`config.mk`:
```
export PLATFORM = sky130hd
export DESIGN_NAME = consensus_base_voter_flat
export DESIGN_NICKNAME = d
export VERILOG_FILES = /design/src/design/cbv_pkg.sv /design/src/design/cbv_if.sv /design/src/design/consensus_base_voter.sv /design/src/flat_wrapper.sv
export SDC_FILE = /design/constraint.sdc
export NUM_CORES = 1
export LEC_CHECK = 0
export ABC_AREA = 1
export BUFFER_PORTS_ARGS = -buffer_cell sky130_fd_sc_hd__buf_2
export CAP_MARGIN = 15
export CORE_MARGIN = 4
export CORE_UTILIZATION = 45
export DETAILED_ROUTE_END_ITERATION = 7
export GPL_ROUTABILITY_DRIVEN = 0
export PLACE_DENSITY = 0.63
export SLEW_MARGIN = 20
export SYNTH_ARGS = -nofsm -noshare
export SYNTH_HDL_FRONTEND = slang
export SYNTH_SLANG_ARGS = --single-unit
```
`constraint.sdc`:
```
create_clock -name clk_i -period 13.4 [get_ports clk_i]
set_input_delay 1.34 -clock clk_i [delete_from_list [all_inputs] [get_ports clk_i]]
set_output_delay 1.34 -clock clk_i [all_outputs]
set_load 0.02 [all_outputs]
```
`src/design/cbv_pkg.sv`:
```
`timescale 1ns / 1ps
// ----------------------------------------------------------------------------
// Consensus base voter package
// Symbol codes, vote order and transaction types shared by the voter files.
// ----------------------------------------------------------------------------
package cbv_pkg;

  localparam int unsigned NumSymbols = 6;
  localparam int unsigned CodeW      = 3;
  localparam int unsigned QualW      = 6;
  localparam int unsigned QsumW      = 14;
  localparam int unsigned WcountW    = 8;
  localparam int unsigned TotalW     = 11;

  localparam logic [CodeW-1:0] SYM_A   = 3'd0;
  localparam logic [CodeW-1:0] SYM_C   = 3'd1;
  localparam logic [CodeW-1:0] SYM_G   = 3'd2;
  localparam logic [CodeW-1:0] SYM_T   = 3'd3;
  localparam logic [CodeW-1:0] SYM_N   = 3'd4;
  localparam logic [CodeW-1:0] SYM_GAP = 3'd5;

  localparam logic [QsumW-1:0]   QSUM_MAX   = '1;
  localparam logic [WcountW-1:0] WCOUNT_MAX = '1;
  localparam logic [TotalW-1:0]  TOTAL_MAX  = '1;

  // Earlier entries win ties.
  localparam logic [CodeW-1:0] SCAN_ORDER [NumSymbols] = '{
    SYM_GAP, SYM_C, SYM_G, SYM_A, SYM_T, SYM_N
  };

  typedef struct packed {
    logic [CodeW-1:0] base_code;
    logic [QualW-1:0] quality;
    logic             new_column;
  } in_item_t;

  typedef struct packed {
    logic [CodeW-1:0]   consensus;
    logic [WcountW-1:0] winner_count;
    logic [QsumW-1:0]   winner_quality;
    logic [TotalW-1:0]  total_bases;
  } out_item_t;

endpackage

```
`src/design/cbv_if.sv`:
```
`timescale 1ns / 1ps
// ----------------------------------------------------------------------------
// Consensus base voter stream interfaces
// Valid/ready channels for base call transactions and vote result transactions.
// ----------------------------------------------------------------------------
interface cbv_in_if;
  logic             valid;
  logic             ready;
  cbv_pkg::in_item_t data;

  modport source (output valid, output data, input ready);
  modport sink   (input valid, input data, output ready);
endinterface

interface cbv_out_if;
  logic               valid;
  logic               ready;
  cbv_pkg::out_item_t data;

  modport source (output valid, output data, input ready);
  modport sink   (input valid, input data, output ready);
endinterface

```
`src/design/consensus_base_voter.sv`:
```
`timescale 1ns / 1ps
// ----------------------------------------------------------------------------
// Consensus base voter
// Majority vote over one alignment column, by call counts or quality sums.
// ----------------------------------------------------------------------------
// Usage:
//   in_i carries one base call per transaction: symbol code, quality and a
//   flag that opens a new column. out_o returns one result per base call:
//   the consensus symbol, its count, its quality sum in quality mode and
//   the number of non-gap calls in the column so far.
//   The quality_mode register is written through cfg_we_i and cfg_wdata_i;
//   the user must write it only while no transaction is in flight, as the
//   block does not enforce this. An accepted call is held in an input
//   register; from it the column counters are updated and the vote is taken
//   by a six-way compare, both in combinational logic, and the counters and
//   the result register load together when the call advances. One call is
//   accepted in every cycle while the receiver does not stall.
//   When the receiver stalls, the result register holds its transaction,
//   the input register fills and then in_i.ready falls; nothing is lost.
//   Reset clears all counts and sums, clears quality_mode and empties both
//   registers.
// ----------------------------------------------------------------------------
module consensus_base_voter #(
  parameter int unsigned COUNT_BITS = 8
) (
  input  logic             clk_i,
  input  logic             rst_ni,
  input  logic             cfg_we_i,
  input  logic             cfg_wdata_i,
  cbv_in_if.sink           in_i,
  cbv_out_if.source        out_o
);

  localparam int unsigned NSym   = cbv_pkg::NumSymbols;
  localparam int unsigned QsumW  = cbv_pkg::QsumW;
  localparam int unsigned SumW   = COUNT_BITS + 3;
  localparam int unsigned TotExtW = (SumW > cbv_pkg::TotalW) ? SumW : cbv_pkg::TotalW + 1;
  localparam int unsigned WcExtW  =
    (COUNT_BITS > cbv_pkg::WcountW) ? COUNT_BITS : cbv_pkg::WcountW + 1;
  localparam logic [COUNT_BITS-1:0] CountMax = '1;

  logic                   mode_q;
  logic                   s1_valid_q;
  cbv_pkg::in_item_t      s1_item_q;
  logic                   out_valid_q;
  cbv_pkg::out_item_t     out_item_q, out_item_d;
  logic [COUNT_BITS-1:0]  cnt_q [NSym];
  logic [COUNT_BITS-1:0]  cnt_d [NSym];
  logic [QsumW-1:0]       qsum_q [NSym];
  logic [QsumW-1:0]       qsum_d [NSym];
  logic                   advance;

  assign advance     = s1_valid_q && (!out_valid_q || out_o.ready);
  assign in_i.ready  = !s1_valid_q || advance;
  assign out_o.valid = out_valid_q;
  assign out_o.data  = out_item_q;

  always_comb begin
    logic [COUNT_BITS-1:0] cbase;
    logic [QsumW-1:0]      qbase;
    logic [QsumW:0]        qadd;
    for (int i = 0; i < NSym; i++) begin
      cbase = s1_item_q.new_column ? '0 : cnt_q[i];
      qbase = s1_item_q.new_column ? '0 : qsum_q[i];
      qadd  = {1'b0, qbase} + (QsumW + 1)'(s1_item_q.quality);
      cnt_d[i]  = cbase;
      qsum_d[i] = qbase;
      if (s1_item_q.base_code == cbv_pkg::CodeW'(i)) begin
        if (cbase != CountMax) begin
          cnt_d[i] = cbase + COUNT_BITS'(1);
        end
        if (mode_q) begin
          qsum_d[i] = qadd[QsumW] ? cbv_pkg::QSUM_MAX : qadd[QsumW-1:0];
        end
      end
    end
  end

  always_comb begin
    logic [cbv_pkg::CodeW-1:0] best_sym;
    logic [COUNT_BITS-1:0]     best_cnt;
    logic [QsumW-1:0]          best_qsum;
    logic [COUNT_BITS-1:0]     c;
    logic [QsumW-1:0]          q;
    logic [SumW-1:0]           total;
    logic [TotExtW-1:0]        total_ext;
    logic [WcExtW-1:0]         wc_ext;
    best_sym  = cbv_pkg::SCAN_ORDER[0];
    best_cnt  = cnt_d[cbv_pkg::SYM_GAP];
    best_qsum = qsum_d[cbv_pkg::SYM_GAP];
    for (int i = 1; i < NSym; i++) begin
      c = cnt_d[cbv_pkg::SCAN_ORDER[i]];
      q = qsum_d[cbv_pkg::SCAN_ORDER[i]];
      if (mode_q ? (q > best_qsum) : (c > best_cnt)) begin
        best_sym  = cbv_pkg::SCAN_ORDER[i];
        best_cnt  = c;
        best_qsum = q;
      end
    end
    total = '0;
    for (int i = 0; i < NSym - 1; i++) begin
      total = total + SumW'(cnt_d[i]);
    end
    total_ext = TotExtW'(total);
    wc_ext    = WcExtW'(best_cnt);
    out_item_d.consensus      = best_sym;
    out_item_d.winner_count   = (wc_ext > WcExtW'(cbv_pkg::WCOUNT_MAX)) ?
                                cbv_pkg::WCOUNT_MAX : wc_ext[cbv_pkg::WcountW-1:0];
    out_item_d.winner_quality = mode_q ? best_qsum : '0;
    out_item_d.total_bases    = (total_ext > TotExtW'(cbv_pkg::TOTAL_MAX)) ?
                                cbv_pkg::TOTAL_MAX : total_ext[cbv_pkg::TotalW-1:0];
  end

  always_ff @(posedge clk_i or negedge rst_ni) begin
    if (!rst_ni) begin
      mode_q      <= 1'b0;
      s1_valid_q  <= 1'b0;
      out_valid_q <= 1'b0;
      for (int i = 0; i < NSym; i++) begin
        cnt_q[i]  <= '0;
        qsum_q[i] <= '0;
      end
    end else begin
      if (cfg_we_i) begin
        mode_q <= cfg_wdata_i;
      end
      if (in_i.ready) begin
        s1_valid_q <= in_i.valid;
      end
      if (advance) begin
        out_valid_q <= 1'b1;
        for (int i = 0; i < NSym; i++) begin
          cnt_q[i]  <= cnt_d[i];
          qsum_q[i] <= qsum_d[i];
        end
      end else if (out_o.ready) begin
        out_valid_q <= 1'b0;
      end
    end
  end

  always_ff @(posedge clk_i) begin
    if (in_i.ready && in_i.valid) begin
      s1_item_q <= in_i.data;
    end
    if (advance) begin
      out_item_q <= out_item_d;
    end
  end

`ifndef SYNTHESIS
  a_advance_loads_result: assert property (@(posedge clk_i) disable iff (!rst_ni)
    advance |=> out_valid_q)
    else $error("Result register not loaded after a transaction advanced.");

  a_count_mode_no_quality: assert property (@(posedge clk_i) disable iff (!rst_ni)
    (out_valid_q && !mode_q) |-> (out_item_q.winner_quality == '0))
    else $error("Quality sum reported in count mode.");

  a_winner_within_total: assert property (@(posedge clk_i) disable iff (!rst_ni)
    (out_valid_q && (out_item_q.consensus != cbv_pkg::SYM_GAP)) |->
      (11'(out_item_q.winner_count) <= out_item_q.total_bases))
    else $error("Winner count exceeds the total of non-gap calls.");

  a_stage_full_blocks_input: assert property (@(posedge clk_i) disable iff (!rst_ni)
    (s1_valid_q && out_valid_q && !out_o.ready) |-> !in_i.ready)
    else $error("Input accepted while both registers are full and stalled.");
`endif

endmodule
```
`src/flat_wrapper.sv`:
```
// flat-port wrapper written by rule: the top's interface ports become plain ports
module consensus_base_voter_flat 
#(
  parameter int unsigned COUNT_BITS = 8
)
  (clk_i, rst_ni, cfg_we_i, cfg_wdata_i, in_i_valid, in_i_data, in_i_ready, out_o_valid, out_o_data, out_o_ready);
  cbv_in_if in_i_i ();
  cbv_out_if out_o_i ();
  input  logic clk_i;
  input  logic rst_ni;
  input  logic cfg_we_i;
  input  logic cfg_wdata_i;
  input wire logic [$bits(in_i_i.valid)-1:0] in_i_valid;
  input wire logic [$bits(in_i_i.data)-1:0] in_i_data;
  output wire logic [$bits(in_i_i.ready)-1:0] in_i_ready;
  output wire logic [$bits(out_o_i.valid)-1:0] out_o_valid;
  output wire logic [$bits(out_o_i.data)-1:0] out_o_data;
  input wire logic [$bits(out_o_i.ready)-1:0] out_o_ready;
  assign in_i_i.valid = in_i_valid;
  assign in_i_i.data = in_i_data;
  assign in_i_ready = in_i_i.ready;
  assign out_o_valid = out_o_i.valid;
  assign out_o_data = out_o_i.data;
  assign out_o_i.ready = out_o_ready;
  consensus_base_voter #(.COUNT_BITS(COUNT_BITS)) u_core (.clk_i(clk_i), .rst_ni(rst_ni), .cfg_we_i(cfg_we_i), .cfg_wdata_i(cfg_wdata_i), .in_i(in_i_i), .out_o(out_o_i));
endmodule
```
==> key figures, run 1 <==
Outcome
  – Outcome: finished, final reports clean

Finish
  – Most common cell after layout, fill and taps aside: nand2_1
  – Fin nets: ~2,600
  – Register Area: ~0.0048 mm2
  – Fin util: between 40% and 50%
  – Fraction of layout cells with a size suffix above 1: 8.87%
  – Layout area overhead: 7.19%
  – Most frequent cells in the layout: nand2_1, inv_1, o21ai_0
  – Filler cells: between 3,000 and 4,000
  – Multi-input logic area: between 0.01 and 0.015 mm2
  – Inserted Diodes: 0

Drt
  – Vias: about 16,000
  – Wire per inst: between 15 and 20 um
  – Initial drt markers: 1,062
  – Remaining DRCs: 0
  – Number of detailed-route iterations in the first pass: 7
  – Vias/cell: ~5.3
  – WL final: between 40 and 50 mm
  – Number of routed nets with antenna violations: 0

Synth
  – Mapped Area: around 0.017 mm2
  – Mapped Nets: about 2,600
  – Seq cells post-synth: between 150 and 200
  – Largest cells by area after synthesis: dfrtp_1, ha_1, nand2_1, inv_1, edfxtp_1
  – Post-Synthesis Cells: between 2,000 and 2,500
  – Sequential fraction of the synthesis area: roughly 28%
  – Number of distinct library cells after synthesis: between 50 and 60
  – Synth warn: 0
  – Syn avg cell area: between 6 and 7 um2
  – Post-synth top area share: between 20% and 30%
  – Yosys top cell by area: dfrtp_1

CTS
  – CTS buffer count: 17
  – Max Buffers Root-to-Sink: 2
  – CTS Sinks: 181
  – CTS tree: yes
  – H-tree depth: 4
  – Clock Pin Slew Worst Setup and Hold Paths: ~70 ps
  – Root Buffer: clkbuf_16
  – Clock latency on the worst-skew pair: approximately 470 ps

Placement
  – Dpl ws: slightly above 800 ps
  – Buffers on Ports: 53
  – DPL Wire Length: around 36 mm

Pwr
  – Leakage: 0.00912 uW
  – Pwr Total: between 3000 and 4000 uW
  – VDD IR max: around 0.13 mV
  – PwrDens: roughly 200 mW/mm2

Critical path
  – Worst path slowest cell: edfxtp_1
  – CP startpoint kind: flop
  – Delay-heaviest family, CP: compound AO/OA/AOI/OAI gates
  – Slowest stage delay, CP: roughly 540 ps
  – Critical path type: flop to flop
  – CP Capture Type: flop
  – Worst endpoint required time: 13,630 ps
  – Critical path fanouts, max: 28
  – WP buf/inv: 12
  – Most frequent CP cell: nand2_1
  – CP arrival: 12,040 ps

Global routing
  – Antenna violations before repair: 0
  – Grt total ovfl: 0
  – Global-route wire length before repair: a little under 80 mm
  – Pin count of the biggest net entering global routing: 93
  – Gr usage total: 23.2%
  – Vias in the first global route: ~15,000

Die
  – Row count: 70
  – Die Span Y: approximately 200 um
  – Area of the core: approximately 0.037 mm2
  – Die W: between 200 and 250 um
  – I/O pin count: 54
  – Starting Density: a little under half
  – Die area: approximately 0.04 mm2

Timing
  – F_max: ~0.085 GHz
  – Fin. Hold Viols: 0
  – Hold Worst Slack: 490 ps
  – Setup TNS Final: 0 ps
  – PnR worst setup slack: 1580 ps
  – Fin. max-slew vios: 0
  – RSZ-0062 raised after global routing: false
  – Final period util: around nine tenths
  – Worst-Margin Slew: 922 ps
  – Worst relative slew slack: about two fifths
  – Clk_skew: 12.2 ps
  – Endpoints failing setup: 0
  – Fin crit period: between 10,000 and 15,000 ps

Job
  – Max cap viols: 0

Worst hold path
  – Worst Hold Class: flop to flop
[flip-flops by register name, indices dropped and copies added (netlist names)]
name                cells
u_core.s1_valid_q       1
u_core.mode_q           1
u_core.s1_item_q       10
u_core.out_o.valid      1
u_core.out_o.data      36
u_core.cnt_q           48
u_core.qsum_q          84
[cell usage after synthesis (all sizes together)]
master,number
nand2,547
inv,402
o21ai,287
nor2,247
ha,160
nand3,150
dfrtp,135
a21oi,111
clkbuf,49
xor2,48
edfxtp,46
nor3,40
nand4,27
fa,23
buf,22
xnor2,18
and2,15
a21o,10
nor4,8
o21bai,8
or2,8
o211ai,6
o22ai,6
a21boi,5
o21a,5
a211oi,4
a31oi,4
nand3b,4
a2bb2oi,3
and3,3
clkinv,3
o31ai,3
a32o,2
dlygate4sd3,2
a221oi,1
a311o,1
mux2,1
nor3b,1
o211a,1
or3,1
[report_power, final]
group / total [uW] / internal [uW] / switching [uW]
registers: 735 / 701 / 33.5
clock network: 511 / 252 / 260
logic: 2350 / 804 / 1550
total: 3600 / 1760 / 1840
[per-layer routing]
metal	part of all wire (%)	track usage, %	vias up
li1	-	-	7868
met1	46	31.3	7147
met2	45	37.8	404
met3	4.7	3.59	96
met4	3.6	8.86	0
met5	0	0	-
[timing repair]
item | CTS | global route
setup buffers | 0 | 3
resized for setup | 0 | 9
hold buffers | 0 | 0
endpoints found under the setup margin | 0 | 25
[area by class of cell]
cell class                      count  area share (%)
Clock inverter                     14           0.733
Inverter                          405            8.49
Multi-Input combinational cell   1758            56.5
Timing Repair inverter              1          0.0415
Sequential cell                   181            26.3
Timing Repair Buffer               70            2.25
Tap cell                          468            3.23
Clock buffer                       18            2.43
[stage by stage]
step           instances  cell area [um2]
2_1_floorplan       2417            16900
3_3_place_gp        2879            17500
3_5_place_dp        2879            17500
4_1_cts             2911            18000
5_1_grt             2915            18100
6_report            2915            18100
[path summary, 6_finish.rpt]
check	startpoint	endpoint	slack, ps	cells past startpoint
min	u_core.qsum_q[57]$_DFFE_PN0P_	u_core.qsum_q[57]$_DFFE_PN0P_	490	2
max in group asynchronous	rst_ni	u_core.qsum_q[25]$_DFFE_PN0P_	11070	2
min reg2reg	u_core.qsum_q[57]$_DFFE_PN0P_	u_core.qsum_q[57]$_DFFE_PN0P_	490	2
min in group asynchronous	rst_ni	u_core.cnt_q[39]$_DFFE_PN0P_	930	1
max	u_core.s1_item_q[0]$_DFFE_PP_	u_core.out_o.data[22]$_SDFFCE_PN0P_	1580	69
max reg2reg	u_core.s1_item_q[0]$_DFFE_PP_	u_core.out_o.data[22]$_SDFFCE_PN0P_	1580	69
[worst reg2reg max path, delay by kind of cell (launching register included)]
kind	cells	cell delay, ps
AO/OA/AOI/OAI	23	3750
buffers and inverters	12	2230
adder cells (fa/ha/maj)	6	1860
AND/OR/NAND/NOR	28	3150
flip-flops	1	540
[kinds of logic (layout without fill, tap and decap cells)]
family / Yosys count / after routing / synth area share, %
compound gates: 457 / 457 / 14.5
xor+xnor: 66 / 66 / 3.42
fa+ha+maj: 183 / 183 / 14.6
buf+inv: 478 / 508 / 11.5
flops: 181 / 181 / 28.2
mux: 1 / 1 / 0.0667
simple gates: 1051 / 1051 / 27.8
Note: power is estimated with default switching activity, not from simulation.
==> run 2: changes to the inputs <==
--- a/config.mk
+++ b/config.mk
@@ -9,10 +9,10 @@
 export BUFFER_PORTS_ARGS = -buffer_cell sky130_fd_sc_hd__buf_2
 export CAP_MARGIN = 15
 export CORE_MARGIN = 4
-export CORE_UTILIZATION = 45
+export CORE_UTILIZATION = 58
 export DETAILED_ROUTE_END_ITERATION = 7
 export GPL_ROUTABILITY_DRIVEN = 0
-export PLACE_DENSITY = 0.63
+export PLACE_DENSITY = 0.78
 export SLEW_MARGIN = 20
 export SYNTH_ARGS = -nofsm -noshare
 export SYNTH_HDL_FRONTEND = slang
==> run 2 against run 1 <==
Maximum frequency decreased by 2.9%. Critical path depth increased by 5. Setup slack got worse by 350 ps. Global-route usage increased by 5.4 points. Final area decreased by 0.55%. Cell count decreased by 3.0%. Total power about the same.
==> key figures, run 2 (synthesis gave the netlist of run 1 again) <==
Drt
  – WL final: 45.2 mm (-2.8%)
  – Vias/cell: 5.64 (+5.9%)
  – Remaining DRCs: 0 (unchanged)
  – Number of routed nets with antenna violations: 0 (unchanged)
  – Number of detailed-route iterations in the first pass: 7 (unchanged)
  – Vias: 15,900 (+2.7%)
  – Initial drt markers: 1,388 (+31%)
  – Wire per inst: 16.0 um (+0.24%)

Placement
  – DPL Wire Length: 34.4 mm (-4.8%)
  – Buffers on Ports: 53 (unchanged)

Finish
  – Fin util: 62.7% (+14 points)
  – Filler cells: 2,572 (-30%)
  – Most common cell after layout, fill and taps aside: nand2_1
  – Multi-input logic area: 0.0102 mm2 (-0.17%)
  – Register Area: 0.00476 mm2 (unchanged)
  – Most frequent cells in the layout: nand2_1, inv_1, o21ai_0
  – Biggest register: u_core.qsum_q
  – Fin nets: 2,630 (-0.11%)
  – Fraction of layout cells with a size suffix above 1: 8.72% (-0.15 points)
  – Layout area overhead: 6.60%
  – Max FFs per register: 84 (unchanged)
  – Inserted Diodes: 0 (unchanged)

Pwr
  – PwrDens: 200 mW/mm2 (+0.55%)
  – Leakage: 0.00913 uW (+0.11%)
  – VDD IR max: 0.151 mV (+17%)

Critical path
  – CP arrival: 12,380 ps (+340 ps)
  – R2r setup slk: 1240 ps (-350 ps)
  – Critical path type: flop to flop
  – Worst path slowest cell: edfxtp_1
  – Slowest stage delay, CP: 600 ps (+60 ps)
  – Worst endpoint required time: 13,610 ps (-20 ps)
  – Worst r2r path cells: 74 (+7.2%)
  – Worst R2R End: u_core.out_o.data[21]$_SDFFCE_PN0P_
  – CP startpoint kind: flop
  – Most frequent CP cell: nand2_1
  – CP Capture Type: flop
  – RR Startpoint: u_core.s1_item_q[0]$_DFFE_PP_
  – Critical path fanouts, max: 60 (+110%)

CTS
  – Clock Pin Slew Worst Setup and Hold Paths: 70 ps (about the same)
  – Clock latency on the worst-skew pair: 460 ps (about the same)
  – Max Buffers Root-to-Sink: 2 (unchanged)
  – H-tree depth: 4 (unchanged)
  – CTS buffer count: 17 (unchanged)
  – CTS Sinks: 181 (unchanged)
  – Root Buffer: clkbuf_16
  – CTS tree: yes

Timing
  – Fin. max-slew vios: 0 (unchanged)
  – Worst relative slew slack: 29.0% (-9.0 points)
  – Fin. Hold Viols: 0 (unchanged)
  – Endpoints failing setup: 0 (unchanged)
  – Clk_skew: 18.4 ps (+6.21 ps)
  – Final period util: 90.8% (+2.6 points)
  – RSZ-0062 raised after global routing: false
  – F_max: 0.0822 GHz (-2.9%)
  – Setup TNS Final: 0 ps (unchanged)
  – Worst-Margin Slew: 1060 ps (+142 ps)
  – Fin crit period: 12,160 ps (+349 ps)

Global routing
  – Pin count of the biggest net entering global routing: 107 (+15%)
  – Grt total ovfl: 0 (unchanged)
  – Gr usage total: 28.6% (+5.4 points)
  – Global-route wire length before repair: 73.5 mm (-4.4%)
  – Antenna violations before repair: 0 (unchanged)
  – Vias in the first global route: 15,100 (+1.1%)

Job
  – Max cap viols: 0 (unchanged)

Die
  – Starting Density: 58.8% (+13 points)
  – I/O pin count: 54 (unchanged)
  – Row count: 62 (-11%)
  – Die area: 0.0319 mm2 (-22%)
  – Area of the core: 0.0287 mm2 (-22%)
  – Die W: 179 um (-11%)
  – Die Span Y: 179 um (-11%)

Worst hold path
  – Hold Crit Endpoint: u_core.cnt_q[3]$_DFFE_PN0P_
  – Worst Hold Class: flop to flop
  – Hold depth: 2 (unchanged)
  – Hold_sp: u_core.cnt_q[3]$_DFFE_PN0P_

Outcome
  – Outcome: finished, final reports clean
run 2: worst max path at each step:
stage	from	endpoint	slack [ps]	depth (start not counted)
after global routing	u_core.s1_item_q[0]$_DFFE_PP_	u_core.out_o.data[22]$_SDFFCE_PN0P_	7	78
after detailed placement	u_core.s1_item_q[0]$_DFFE_PP_	u_core.out_o.data[22]$_SDFFCE_PN0P_	1190	71
after floorplan	u_core.s1_item_q[0]$_DFFE_PP_	u_core.out_o.data[23]$_SDFFCE_PN0P_	130	74
after CTS	u_core.s1_item_q[0]$_DFFE_PP_	u_core.out_o.data[22]$_SDFFCE_PN0P_	1130	73
final	u_core.s1_item_q[0]$_DFFE_PP_	u_core.out_o.data[21]$_SDFFCE_PN0P_	1240	74
after global placement	u_core.s1_item_q[0]$_DFFE_PP_	u_core.out_o.data[21]$_SDFFCE_PN0P_	1690	66
run 2: layer usage:
metal  share of wire [%]  GRT usage, %  vias to the layer above
li1                    -             -                     7860
met1                  43          36.5                     7427
met2                  47          48.8                      540
met3                 6.3          4.20                      112
met4                 3.6          11.7                        0
met5                   0             0                        -
run 2: cell type report:
class | instances | share of cell area (%)
Sequential cell | 181 | 26.4
Timing Repair inverter | 1 | 0.0417
Multi-Input combinational cell | 1758 | 56.7
Tap cell | 384 | 2.67
Inverter | 405 | 8.53
Timing Repair Buffer | 67 | 2.15
Clock buffer | 20 | 2.65
Clock inverter | 12 | 0.758
run 2: metrics by stage:
| stage | hold WS, ps | total power [uW] | area [um2] | instances | setup WS, ps |
|---|---|---|---|---|---|
| after floorplan | 453 | 2490 | 16900 | 2417 | 127 |
| after CTS | 491 | 3550 | 18000 | 2825 | 1130 |
| final | 488 | 3600 | 18000 | 2828 | 1240 |
| after global routing | 507 | 3930 | 18000 | 2828 | 7.37 |
| after global placement | 468 | 2930 | 17300 | 2793 | 1690 |
| after detailed placement | 474 | 3000 | 17300 | 2793 | 1190 |
run 2: critical path, delay by kind of cell (launching register included):
kind / cells / cell delay, ps
AND/OR/NAND/NOR: 42 / 4820
adder cells (fa/ha/maj): 6 / 1810
buffers and inverters: 13 / 2350
AO/OA/AOI/OAI: 13 / 2280
flip-flops: 1 / 600
run 2: repair_timing:
item	CTS	global route
buffers inserted	0	2
gates resized for setup	0	7
setup endpoints to repair	0	25
hold buffers	0	0
run 2: report_power, final:
group	internal, uW	switching (uW)
Sequential	702	32.8
Clock	299	242
Combinational	794	1530
